===== src/rtl/core/vid_ram.sv =====
// Generic single-port synchronous RAM with a registered read port.
// The read data holds its value on cycles without a read.
// Depends on nothing.
`default_nettype none

module vid_ram #(
   parameter int WIDTH = 8,
   parameter int DEPTH = 16
) (
   input  wire logic                             clock,
   input  wire logic                             rd_en,
   input  wire logic                             wr_en,
   input  wire logic [$clog2(DEPTH > 1 ? DEPTH : 2)-1:0] addr,
   input  wire logic [WIDTH-1:0]                 wdata,
   output      logic [WIDTH-1:0]                 rdata
);

   logic [WIDTH-1:0] mem [DEPTH];
   logic [WIDTH-1:0] rdata_ff;

   always_ff @(posedge clock) begin
      if (wr_en) begin
         mem[addr] <= wdata;
      end
      if (rd_en) begin
         rdata_ff <= mem[addr];
      end
   end

   assign rdata = rdata_ff;

endmodule

`default_nettype wire


===== config.mk =====
export PLATFORM = sky130hd
export DESIGN_NAME = vid_ram
export DESIGN_NICKNAME = d
export VERILOG_FILES = /design/src/rtl/core/vid_ram.sv
export SDC_FILE = /design/constraint.sdc
export NUM_CORES = 1
export LEC_CHECK = 0
export BUFFER_PORTS_ARGS = -buffer_cell sky130_fd_sc_hd__buf_4
export CORE_ASPECT_RATIO = 0.75
export CORE_MARGIN = 2
export CORE_UTILIZATION = 50
export CTS_CLUSTER_SIZE = 16
export DETAILED_ROUTE_END_ITERATION = 8
export PLACE_DENSITY = 0.65
export SETUP_SLACK_MARGIN = 0.1
export SLEW_MARGIN = 20
export SYNTH_ARGS = -nofsm -noshare
export SYNTH_HDL_FRONTEND = slang
export SYNTH_SLANG_ARGS = --single-unit

===== constraint.sdc =====
create_clock -name clock -period 3.9 [get_ports clock]
set_input_delay 0.39 -clock clock [delete_from_list [all_inputs] [get_ports clock]]
set_output_delay 0.39 -clock clock [all_outputs]
set_load 0.01 [all_outputs]

==> summary.md <==
| Metric | Value |
|---|---|
| Routability Congestion | just over 0.7 |
| Max Freq | ~540 MHz |
| Dpl hpwl | between 6000 and 7000 um |
| Reg2reg end | rdata[4] |
| P_sw | 0.635 mW |
| Place WS | 1.54 ns |
| Non-filler instance count after layout | between 400 and 500 |
| Clock power frac | a little over two fifths |
| Final net count | ~280 |
| Internal cell power | about 2.5 mW |
| Relative slew slack | a little under half |
| Ant. Diodes | 0 |
| DRC viols | 0 |
| Clock latency on the worst-skew pair | around 0.41 ns |
| Sink Count | roughly 140 |
| Startpoint of the worst hold path | rd_en |
| Cells after Synth | 230 |
| Cell Area, Synth | 5150 um2 |
| Final Critical Period | 1.84 ns |
| Post-CTS setup buffer count | 0 |
| Placed cells | between 300 and 400 |
| Drt pass-1 iters | 5 |
| Worst path arrival time | 1.87 ns |
| Hold Path Depth | 1 |
| Min-Delay Endpoint | rdata[2] |
| DIE WIDTH | around 120 um |
| IO Count | 23 |
| Vias per Instance | ~5.8 |
| Hold crit path type | primary input to flip-flop |
| FF-to-FF path depth | 3 |
| Syn_area_per_cell | around 22 um2 |
| CTS buffer count | 17 |
| Yosys cell types | 17 |
| Critical Path RT | between 3 and 4 ns |
| P&R area growth vs syn | 15.1% |
| Largest net degree at the start of global routing | 40 |
| Worst r2r src | mem[6][4] |
| Initial Utilization | 50.6% |
| Yosys reg bits | approximately 140 |
| Crit path max fanout | 39 |
| Clock buffer depth | 2 |
| Worst-path clk slew | ~0.050 ns |
| CTS tree | done |
| Commonest non-fill, non-tap cell in the layout | edfxtp_1 |
| Least-Margin Pin Slew | 0.797 ns |
| Sequential cell area fraction in the yosys report | a little under 80% |
| Final Hold Vio Count | 0 |
| Final Max Slew Viols | 0 |
| WS Path Type | primary input to flip-flop |
| Syn nets | between 200 and 250 |
| Max H-tree Level | 4 |
| Period Utilization, post-route | between 40% and 50% |
| P per Cell Area | ~530 nW/um2 |
| R2r setup slk | approximately 2.4 ns |
| Layout cells sized above 1 | between 20 and 30% |
| Layout Utilization | 58.2% |
| Sequential share of power | a little over half |
| Clock Tree Root | clkbuf_16 |
| Starting DRT DRC Count | 263 |
| Antenna violations before repair | 0 |
| Core Box Area | 10,200 um2 |
| Leakage | roughly 1.9 nW |
| Via count | approximately 2,400 |
| Die Y | a little over 90 um |
| Combinational share of power | roughly 5% |
| Syn. warnings | 0 |
| Worst VDD drop | 460 uV |
| Global Route Usage Sum | between 15 and 20% |
| Worst Slack Setup Final | slightly above 2 ns |
| Post-Route WL | just over 10,000 um |
| Die area | around 11,000 um2 |
| Port bufs | 22 |
| Vias in the first global route | 2,366 |
| RSZ-0062 raised after global routing | no |
| Setup TNS | 0 ns |
| Outcome | finished, final reports clean |
| Grt ovf | 0 |
| Clk_skew | between 0.006 and 0.007 ns |
| Sw frac | between 20% and 30% |
| # resized after CTS | 0 |
| Most frequent cells in the layout | 136 x edfxtp_1, 32 x mux4_2, 25 x buf_4 |
| Hold_buf cts | 0 |
| Post-route ant nets | 0 |
| Maxcap violations | 0 |
| CP Capture Type | flip-flop |
| First-pass GRT wire length | between 10,000 and 15,000 um |
| Row count | 32 |
| Routed wire per std cell | around 25 um |
| Worst setup SP type | primary input |
| Final setup viols | 0 |
## cells by family after synthesis
| kind of cell | count (synthesis) | synth area share, % |
|---|---|---|
| DFF | 136 | 79.3 |
| muxes | 32 | 14.0 |
| and+or+nand+nor | 35 | 3.16 |
| buffers and inverters | 11 | 1.17 |
| AOI/OAI and AO/OA | 16 | 2.33 |
## power by group through the flow
stage / Combinational [mW] / Clock, mW / Sequential, mW
2_1_floorplan: 0.0843 / 0 / 1.69
5_1_grt: 0.171 / 1.40 / 1.66
3_3_place_gp: 0.157 / 0 / 1.69
4_1_cts: 0.160 / 1.34 / 1.66
6_report: 0.158 / 1.32 / 1.66
3_5_place_dp: 0.160 / 0 / 1.69
## through the flow
step	hold slack [ns]	cell area, um2	power [mW]
final	0.271	5920	3.13
after CTS	0.264	5920	3.15
after global placement	0.684	5450	1.84
after detailed placement	0.695	5450	1.85
after floorplan	0.489	5150	1.77
after global routing	0.267	5920	3.23
## Yosys cell counts
cell      number  area share (%)
edfxtp_1     136              79
mux4_2        32              14
a22oi_1       16             2.3
nor2_1        13            0.95
nand2_1        9            0.66
buf_1          4            0.29
nor3_1         4            0.39
buf_2          2            0.19
buf_6          2            0.44
clkbuf_1       2            0.15
nand2b_1       2            0.24
nand3b_1       2            0.29
nor2b_1        2            0.24
and2_1         1            0.12
clkbuf_2       1           0.097
nand3_1        1           0.097
or3b_2         1            0.17
## final cells by class
class                      instances  area (um2)
timing repair buffer              25         188
multi-input combinational         83        1010
clock inverter                     8        36.3
fill                             753        4250
tap                              136         170
sequential                       136        4080
clock buffer                      20         437
## worst max-delay path by stage
stage | startpoint | to | slack [ns] | cells past startpoint
6_report | addr[0] | mem[15][5] | 2.06 | 3
3_5_place_dp | addr[0] | mem[15][7] | 1.54 | 3
4_1_cts | addr[0] | mem[15][5] | 1.98 | 3
2_1_floorplan | addr[2] | mem[0][0] | 2.02 | 2
3_3_place_gp | addr[2] | mem[0][5] | 1.44 | 3
5_1_grt | addr[0] | mem[15][5] | 1.83 | 3
## routing by layer
layer / part of all wire (%) / wire length [um] / track usage [%]
met1: 46 / 4620 / 29.6
met5: 0 / 0 / 0
met3: 7.7 / 776 / 6.22
met2: 46 / 4590 / 28.0
met4: 0.63 / 63 / 6.32
## sequential cells by signal (all words and copies together) (netlist names)
register / count
mem: 128
rdata: 8
## critical path, cell delays in order
cell     delay [ns]
buf_4          0.55
nand2_1        0.26
nor2_1         0.65
(Power assumes the default switching activity.)
