### config.mk
export PLATFORM = sky130hd
export DESIGN_NAME = vid_hash
export DESIGN_NICKNAME = d
export VERILOG_FILES = /design/src/rtl/core/vid_pkg.sv /design/src/rtl/core/vid_hash.sv
export SDC_FILE = /design/constraint.sdc
export NUM_CORES = 1
export LEC_CHECK = 0
export BUFFER_PORTS_ARGS = -buffer_cell sky130_fd_sc_hd__buf_2
export CAP_MARGIN = 20
export CORE_UTILIZATION = 30
export DETAILED_ROUTE_END_ITERATION = 7
export PLACE_DENSITY = 0.49
export SLEW_MARGIN = 15
export SYNTH_ARGS = -nofsm -noshare
export SYNTH_HDL_FRONTEND = slang
export SYNTH_SLANG_ARGS = --single-unit
### constraint.sdc
create_clock -name clock -period 6.4 [get_ports clock]
set_clock_uncertainty 0.2 [all_clocks]
set_input_delay 0 -clock clock [delete_from_list [all_inputs] [get_ports clock]]
set_output_delay 0 -clock clock [all_outputs]
set_load 0.01 [all_outputs]
### src/rtl/core/vid_pkg.sv
// Package for the vertex index deduplication block.
// Holds the table sizing constants, field widths and the table entry type.
// Used by vid_hash, the top level and the checker; depends on nothing.
`default_nettype none

package vid_pkg;

   localparam int TABLE_DEPTH = 1024;
   localparam int ADDR_W      = (TABLE_DEPTH > 1) ? $clog2(TABLE_DEPTH) : 1;
   localparam int COUNT_W     = $clog2(TABLE_DEPTH + 1);
   localparam int FIELD_W     = 16;
   localparam int KEY_W       = 2 * FIELD_W;
   localparam int VNUM_W      = 10;
   localparam logic [FIELD_W-1:0] HASH_MULT = 16'h9e37;

   typedef logic [FIELD_W-1:0] field_type;
   typedef logic [KEY_W-1:0]   key_type;
   typedef logic [ADDR_W-1:0]  addr_type;
   typedef logic [COUNT_W-1:0] count_type;
   typedef logic [VNUM_W-1:0]  vnum_type;

   typedef struct packed {
      logic     valid;
      key_type  key;
      addr_type vnum;
   } entry_type;

   localparam int ENTRY_W = $bits(entry_type);

endpackage

`default_nettype wire

### src/rtl/core/vid_hash.sv
// Home slot hash for the deduplication table.
// Folds a 32-bit corner key into a registered table address.
// Depends on vid_pkg.
`default_nettype none

module vid_hash
   import vid_pkg::*;
(
   input  wire logic      clock,
   input  wire logic      load,
   input  wire field_type position_index,
   input  wire field_type texcoord_index,
   output      addr_type  home
);

   field_type            prod;
   logic [31:0]          wide;
   logic [31:0]          shifted;
   addr_type             folded;
   addr_type             home_in;
   addr_type             home_ff;

   always_comb begin
      prod    = texcoord_index * HASH_MULT;
      wide    = {16'b0, position_index ^ prod};
      shifted = wide >> ADDR_W;
      folded  = wide[ADDR_W-1:0] ^ shifted[ADDR_W-1:0];
      if ({1'b0, folded} >= (ADDR_W + 1)'(TABLE_DEPTH)) begin
         home_in = folded - ADDR_W'(TABLE_DEPTH);
      end else begin
         home_in = folded;
      end
   end

   always_ff @(posedge clock) begin
      if (load) begin
         home_ff <= home_in;
      end
   end

   assign home = home_ff;

endmodule

`default_nettype wire

==> metrics.md, run 1 <==
| Metric | Value |
|---|---|
| Remaining DRCs | `0` |
| Cell Chain, Critical Path | `buf_2 -> ha_1 -> inv_1 -> fa_1 -> fa_1 -> inv_1 -> fa_1 -> inv_1 -> fa_1 -> fa_1 -> inv_1 -> ha_1 -> xor2_1 -> xnor2_1 -> or2_2 -> mux2i_1 -> nor3_1` |
| Placed cell area | `between 3000 and 4000 sq um` |
| Maxcap violations | `0` |
| GR Util met3 | `0.759%` |
| Die Width | `101 microns` |
| Fin. max-slew vios | `0` |
| Synth Instances | `between 300 and 400` |
| Reg clk slew, reported paths | `0.04 ns` |
| Worst vdd ir | `a little over 300 uV` |
| Highest clock rate | `217 MHz` |
| Root buf cell | `clkbuf_8` |
| Layout Area Growth over Synthesis | `15.8%` |
| Fin Hold WS | `0.0930 ns` |
| Grt ovf | `0` |
| Die height | `101 microns` |
| Worst setup margin | `1.80 ns` |
| Drt total wl | `6.03 mm` |
| Largest delay share family, worst path | `adder cells` |
| Post-synth EDFFs | `10` |
| CTS Hold Bufs | `5` |
| H-tree depth | `1` |
| Power per cell area | `568 nW/um^2` |
| CTS tree | `built` |
| GR Util met2 | `24.2%` |
| Final cycle utilization of the critical path | `between 70% and 80%` |
| Core Util, Final | `36.5%` |
| Max incr delay on CP | `0.54 ns` |
| Synthesis Warnings | `0` |
| Slowest stage cell, crit path | `fa_1` |
| Synth cell types | `24` |
| Layout cells sized above 1 | `14.2%` |
| Worst EP arrival | `4.38 ns` |
| Non-Filler Instances | `488` |
| Pre-CTS setup slack | `1.55 ns` |
| First-pass GRT wire length | `10.3 mm` |
| Tot GR Track Use | `13.1%` |
| DRT antenna net count | `0` |
| Syn avg cell area | `9.64 sq um` |
| DP Cell Count | `480` |
| DP HPWL | `5.68 mm` |
| Die area | `10300 sq um` |
| Leak | `1.76 nW` |
| Hold_sp | `position_index[3]` |
| Starting DRC count in detailed routing | `49` |
| Antenna cells | `0` |
| Detailed Routing Iterations Pass 1 | `4` |
| Busiest grt layer | `met2` |
| Setup_tns | `0 ns` |
| Port-buffer cells | `43` |
| Clock sink count | `10` |
| Gpl congestion | `0.808` |
| Maximum fanout along the worst path | `5` |
| Predominant post-synthesis flop cell | `edfxtp_1` |
| Worst-Margin Slew | `0.533 ns` |
| RSZ-0062 raised after global routing | `no` |
| Fin crit period | `between 4 and 5 ns` |
| Finished Cell Area | `3440 sq um` |
| Vias | `2003` |
| Largest area contributor in the synthesized netlist | `fa_1` |
| Post_cts resized | `0` |
| Post-CTS setup repair buffer count | `0` |
| Total nets after synthesis | `441` |
| Worst Hold Class | `in -> reg` |
| Critical path type | `in -> reg` |
| Synthesized area | `2970 sq um` |
| Vias in the first global route | `2222` |
| Pin count of the biggest net entering global routing | `11` |
| Wire per inst | `12.4 microns` |
| Core ar. | `9420 sq um` |
| Initial antenna violation count | `0` |
| CP most frequent cell | `fa_1` |
| NumNets Final | `494` |
| Slew margin rel. | `64.0%` |
| Largest register FFs | `10` |
| Synth area leaders | `fa_1 (29%), ha_1 (24%), inv_1 (13%)` |
| Final Hold Fails | `0` |
| Async SR Flop Fraction | `0%` |
| Buffers and inverters on the worst path | `5` |
| Nature of the critical path startpoint | `input pin` |
| Pwr Total | `~2.0 mW` |
| Via density | `4.10` |
| Commonest cells in the netlist | `inv_1 (99), ha_1 (56), fa_1 (43)` |
| Crit path capture type | `register` |
| # rows | `35` |
| CP Data Required Time | `about 6.2 ns` |
| Share of the synthesized area in the top cell type | `29.0%` |
| Status | `completed` |
| Sequential area share after synthesis | `around 10%` |
| Setup violations, final | `0` |
| Fillers | `957` |
| Register bit total from synthesis | `10` |
| Worst setup startpoint | `texcoord_index[9]` |
| Most used standard cell by instance count after synthesis | `inv_1` |
| Num CTS Buffers | `3` |
| Maximum clock path buffer count | `2` |
| I/O pins | `44` |
| GR Util met1 | `16.7%` |
| Initial Util | `31.5%` |
## layout by cell type, fill, tap and decap left out, types with 3 or more instances in the layout
master	netlist	layout
inv_1	99	99
ha_1	56	56
fa_1	43	43
buf_2	0	43
xnor2_1	41	41
xor2_1	11	11
edfxtp_1	10	10
o21ai_0	8	8
nor2_1	6	6
a21oi_1	6	6
nand2_1	5	5
dlygate4sd3_1	0	5
a21o_1	4	4
nor3_1	4	4
clkbuf_8	0	3
## layout make-up
type	instances	area, sq um	share of cell area, %
Clock buffer	3	41.3	1.20
Inverter	99	372	10.8
Multi-Input combinational cell	199	2300	66.8
Sequential cell	10	300	8.74
Tap cell	129	161	4.70
Timing Repair Buffer	48	265	7.72
## power by group
part	total, mW	switching, mW	internal, mW
registers	0.192	0.00613	0.186
logic	1.70	0.903	0.795
clock network	0.0612	0.0204	0.0408
## worst paths after layout
kind | to | slack [ns] | depth (start not counted)
max | home[4] | 1.80 | 17
min | home[3] | 0.09 | 4
## kinds of logic after synthesis
family                     after synthesis  synth area share (%)
and+or+nand+nor                         21                  3.37
DFF                                     10                  10.1
adders and majority gates               99                  52.6
AOI/OAI and AO/OA                       26                  5.73
xor gates and xnor gates                52                  15.3
buffers and inverters                   99                  12.5
muxes                                    1                 0.337
## layer usage
layer / routed length, microns / share of wire, %
met5: 0 / 0
met4: 46 / 0.76
met3: 149 / 2.5
met2: 3010 / 50
met1: 2820 / 47
(Power assumes the default switching activity.)
==> run 2, diff against run 1 <==
PLACE_DENSITY = 0.51   (was 0.49)
clock period = 4.23 ns   (was 6.4 ns; I/O delays follow)
==> run 2 against run 1 <==
Clock power is 56% higher. Flip-flop and latch count did not move. The run now ends with setup timing left. Combinational power rose by 110%. Die area unchanged.
==> metrics.md, run 2 (synthesis results as in run 1) <==
| Metric | Value |
|---|---|
| Layout cells sized above 1 | `~38%` |
| Starting DRC count in detailed routing | `42` |
| Tot GR Track Use | `between 10% and 20%` |
| Nature of the critical path startpoint | `input pin` |
| Gpl congestion | `0.851` |
| Final Hold Fails | `0` |
| Pin count of the biggest net entering global routing | `11` |
| Commonest non-fill, non-tap cell in the layout | `inv_1` |
| Antenna cells | `0` |
| Fin crit period | `around 4.3 ns` |
| CP Data Required Time | `about 4.0 ns` |
| Worst EP arrival | `4.08 ns` |
| Worst-Margin Slew | `~0.36 ns` |
| DRT antenna net count | `0` |
| Crit path capture type | `register` |
| Fin Hold WS | `approximately 0.085 ns` |
| # rows | `35` |
| Num CTS Buffers | `3` |
| DP Cell Count | `533` |
| Core ar. | `approximately 9400 sq um` |
| Power per cell area | `a little under 1000 nW/um^2` |
| Port-buffer cells | `43` |
| Slew margin rel. | `76.2%` |
| Slowest stage cell, crit path | `fa_2` |
| Status | `finished with violations` |
| Maximum clock path buffer count | `2` |
| Remaining DRCs | `0` |
| Final cycle utilization of the critical path | `102%` |
| Worst Hold Class | `in -> reg` |
| Drt total wl | `6.63 mm` |
| Max incr delay on CP | `0.58 ns` |
| Critical path type | `in -> reg` |
| Grt ovf | `0` |
| Wire per inst | `12.2 microns` |
| Commonest cells after routing, fill and taps aside | `inv_1 (78), buf_4 (56), ha_1 (40), fa_1 (38), xnor2_1 (37)` |
| Setup violations, final | `1` |
| Violated checks | `setup timing` |
| Root buf cell | `clkbuf_8` |
| Largest register FFs | `10` |
| Clock sink count | `10` |
| Reg clk slew, reported paths | `0.04 ns` |
| Setup_tns | `-0.0685 ns` |
| Highest clock rate | `233 MHz` |
| Die Width | `just over 100 microns` |
| Maxcap violations | `0` |
| H-tree depth | `1` |
| Non-Filler Instances | `542` |
| Buffers and inverters on the worst path | `5` |
| RSZ-0062 raised after global routing | `yes` |
| Cell Chain, Critical Path | `buf_4 -> ha_4 -> inv_2 -> fa_1 -> fa_1 -> inv_1 -> fa_1 -> inv_2 -> fa_1 -> fa_2 -> inv_2 -> ha_4 -> xor2_4 -> xnor2_2 -> or2_4 -> mux2i_1 -> nor3_1` |
| NumNets Final | `548` |
| Die area | `between 10000 and 15000 sq um` |
| Layout Area Growth over Synthesis | `41.0%` |
| Fin. max-slew vios | `0` |
| Maximum fanout along the worst path | `5` |
| Initial antenna violation count | `0` |
| Vias in the first global route | `2433` |
| CTS tree | `built` |
| Detailed Routing Iterations Pass 1 | `4` |
| Via density | `4.12` |
| Largest delay share family, worst path | `adder cells` |
| I/O pins | `44` |
| Worst setup margin | `-0.0685 ns` |
| Worst setup startpoint | `texcoord_index[12]` |
| CP most frequent cell | `fa_1` |
| Initial Util | `31.5%` |
| Pre-CTS setup slack | `-0.410 ns` |
| Leak | `2.05 nW` |
| Hold_sp | `position_index[12]` |
| First-pass GRT wire length | `around 11 mm` |
| DP HPWL | `6.03 mm` |
| Worst vdd ir | `~430 uV` |
| Vias | `2234` |
| Die height | `roughly 100 microns` |
[run 2: report_power, final]
part	switching (mW)	leakage, nW	internal, mW
Clock	0.0336	0.0216	0.0620
Sequential	0.00922	0.0978	0.282
Combinational	1.73	1.94	1.91
Total	1.77	2.05	2.26
[run 2: through the flow]
step / instance area, sq um / util (%) / total power, mW
CTS: 3910 / 41.6 / 3.61
detailed placement: 3800 / 40.3 / 3.39
global placement: 3800 / 40.3 / 3.32
global route: 4190 / 44.5 / 4.49
floorplan: 3020 / - / 2.50
finish: 4190 / 44.5 / 4.03
[run 2: worst paths after layout]
path | end | slack [ns] | depth (start not counted)
worst max-delay path | home[4] | -0.07 | 17
worst min-delay path | home[2] | 0.08 | 4
[run 2: final cells by class]
type	count	area, sq um
Fill cell	936	5230
Multi-Input combinational cell	199	2610
Timing Repair Buffer	102	699
Inverter	99	374
Sequential cell	10	300
Tap cell	129	161
Clock buffer	3	41.3
[run 2: per-layer routing]
metal  routed length [microns]  track usage [%]
met2                      3200             25.1
met1                      3160             18.4
met5                         0                0
met4                       140             4.24
met3                       133            0.690
[run 2: timing repair]
action	4_1_cts	5_1_grt
hold endpoints to repair	14	0
buffers inserted	0	1
pin swaps	1	32
setup endpoints to repair	3	6
hold buffers	5	0
gates resized for setup	3	66
==> run 3, diff against run 2 <==
==> constraint.sdc (replaced) <==
create_clock -name clock -period 4.23 [get_ports clock]
set_clock_uncertainty 0.2 [all_clocks]
set_input_delay 0.423 -clock clock [delete_from_list [all_inputs] [get_ports clock]]
set_output_delay 0.423 -clock clock [all_outputs]
set_load 0.01 [all_outputs]
==> run 3 against run 2 <==
The flow still finishes with violations (setup timing). Worst hold slack improved by 0.28 ns. Core utilization rose by 2.0 points. Global-route usage rose by 0.28 points. Critical path type unchanged. Non-clock buffer count rose by 3. Flip-flop and latch count did not move. Setup slack got worse by 0.32 ns. Fmax fell by 6.9%. Routed wire length barely moved. Cell count rose by 0.55%. Die area did not move. Largest cell class unchanged.
==> metrics.md, run 3 (synthesis results as in run 1) <==
| Metric | Value |
|---|---|
| Status | `finished with violations` |
| Violated checks | `setup timing` |
| Reg clk slew, reported paths | `around 0.04 ns` |
| Final Hold Fails | `0` |
| Via density | `4.10` |
| Clock sink count | `10` |
| Initial antenna violation count | `0` |
| Worst-Margin Slew | `between 0.3 and 0.4 ns` |
| Slew margin rel. | `73.3%` |
| Pre-CTS setup slack | `-0.691 ns` |
| DP HPWL | `between 6 and 7 mm` |
| Slowest stage cell, crit path | `fa_1` |
| Largest delay share family, worst path | `adder cells` |
| Nature of the critical path startpoint | `input pin` |
| Fin crit period | `4.62 ns` |
| Layout Area Growth over Synthesis | `47.2%` |
| Busiest grt layer | `met2` |
| Die area | `10300 sq um` |
| DRT antenna net count | `0` |
| Drt total wl | `~6.6 mm` |
| Layout cells sized above 1 | `between 40% and 50%` |
| Vias in the first global route | `2452` |
| Core ar. | `9420 sq um` |
| Maximum clock path buffer count | `2` |
| Tot GR Track Use | `around 14%` |
| Setup violations, final | `6` |
| GR Util met1 | `19.1%` |
| Worst setup margin | `-0.385 ns` |
| Root buf cell | `clkbuf_8` |
| Max incr delay on CP | `0.51 ns` |
| Die height | `101 microns` |
| GR Util met2 | `26.3%` |
| Critical path type | `in -> reg` |
| # rows | `35` |
| Buffers and inverters on the worst path | `5` |
| RSZ-0062 raised after global routing | `yes` |
| First-pass GRT wire length | `around 11 mm` |
| Die Width | `101 microns` |
| Largest register FFs | `10` |
| CTS Hold Bufs | `0` |
| Vias | `2233` |
| I/O pins | `44` |
| H-tree depth | `1` |
| Antenna cells | `0` |
| Crit path capture type | `register` |
| Fillers | `913` |
| Initial Util | `31.5%` |
| Commonest non-fill, non-tap cell in the layout | `inv_1` |
| Cell Chain, Critical Path | `buf_8 -> ha_4 -> inv_2 -> fa_1 -> fa_1 -> inv_1 -> fa_1 -> inv_1 -> fa_1 -> fa_1 -> inv_2 -> ha_4 -> xor2_4 -> xnor2_2 -> or2_4 -> mux2i_1 -> nor3_1` |
| Worst Hold Class | `in -> reg` |
| NumNets Final | `551` |
| CTS tree | `built` |
| Worst EP arrival | `4.39 ns` |
| CP Data Required Time | `4.00 ns` |
| Num CTS Buffers | `3` |
| Commonest cells after routing, fill and taps aside | `inv_1 (83), buf_4 (56), fa_1 (41), xnor2_1 (35)` |
| Setup_tns | `-1.13 ns` |
| Maxcap violations | `0` |
| Maximum fanout along the worst path | `5` |
| CP most frequent cell | `fa_1` |
| Final cycle utilization of the critical path | `109%` |
| Grt ovf | `0` |
| Starting DRC count in detailed routing | `40` |
| Highest clock rate | `217 MHz` |
| Fin. max-slew vios | `0` |
| Gpl congestion | `0.815` |
| GR Util met3 | `0.483%` |
| Detailed Routing Iterations Pass 1 | `4` |
| Wire per inst | `12.2 microns` |
| Remaining DRCs | `0` |
| Pin count of the biggest net entering global routing | `11` |
| Port-buffer cells | `between 40 and 50` |
[run 3: layout make-up]
class                           count  area (sq um)  area share (%)
Multi-Input combinational cell    199          2720            62.1
Clock buffer                        3          41.3           0.944
Sequential cell                    10           300            6.87
Timing Repair Buffer              105           781            17.9
Tap cell                          129           161            3.69
Inverter                           99           372            8.50
[run 3: path summary, 6_finish.rpt]
kind,from,end,slack [ns],cells after the start
max,texcoord_index[12],home[4],-0.39,17
min,load,home[1],0.36,1
[run 3: what timing repair did]
item,CTS,global route
buffers inserted,4,0
resized for setup,44,18
pin swaps,23,12
hold endpoints to repair,0,0
setup endpoints to repair,7,7
[run 3: layer usage]
metal  vias to the layer above  wire length [microns]
met3                         4                    131
met5                         -                      0
met1                      1040                   3150
met2                        39                   3300
met4                         0                     47
li1                       1150                      -
[run 3: per-stage QoR]
step / cells / utilization [%] / cell area, sq um / hold WS (ns)
floorplan: 308 / - / 3180 / 0.335
global placement: 538 / 42.6 / 4010 / 0.601
detailed placement: 538 / 42.6 / 4010 / 0.605
CTS: 545 / 45.3 / 4270 / 0.366
global route: 545 / 46.4 / 4370 / 0.374
finish: 545 / 46.4 / 4370 / 0.364
Power of run 3 is not shown: default switching activity piles up to over one toggle a cycle in this logic, so the estimate is an artifact.
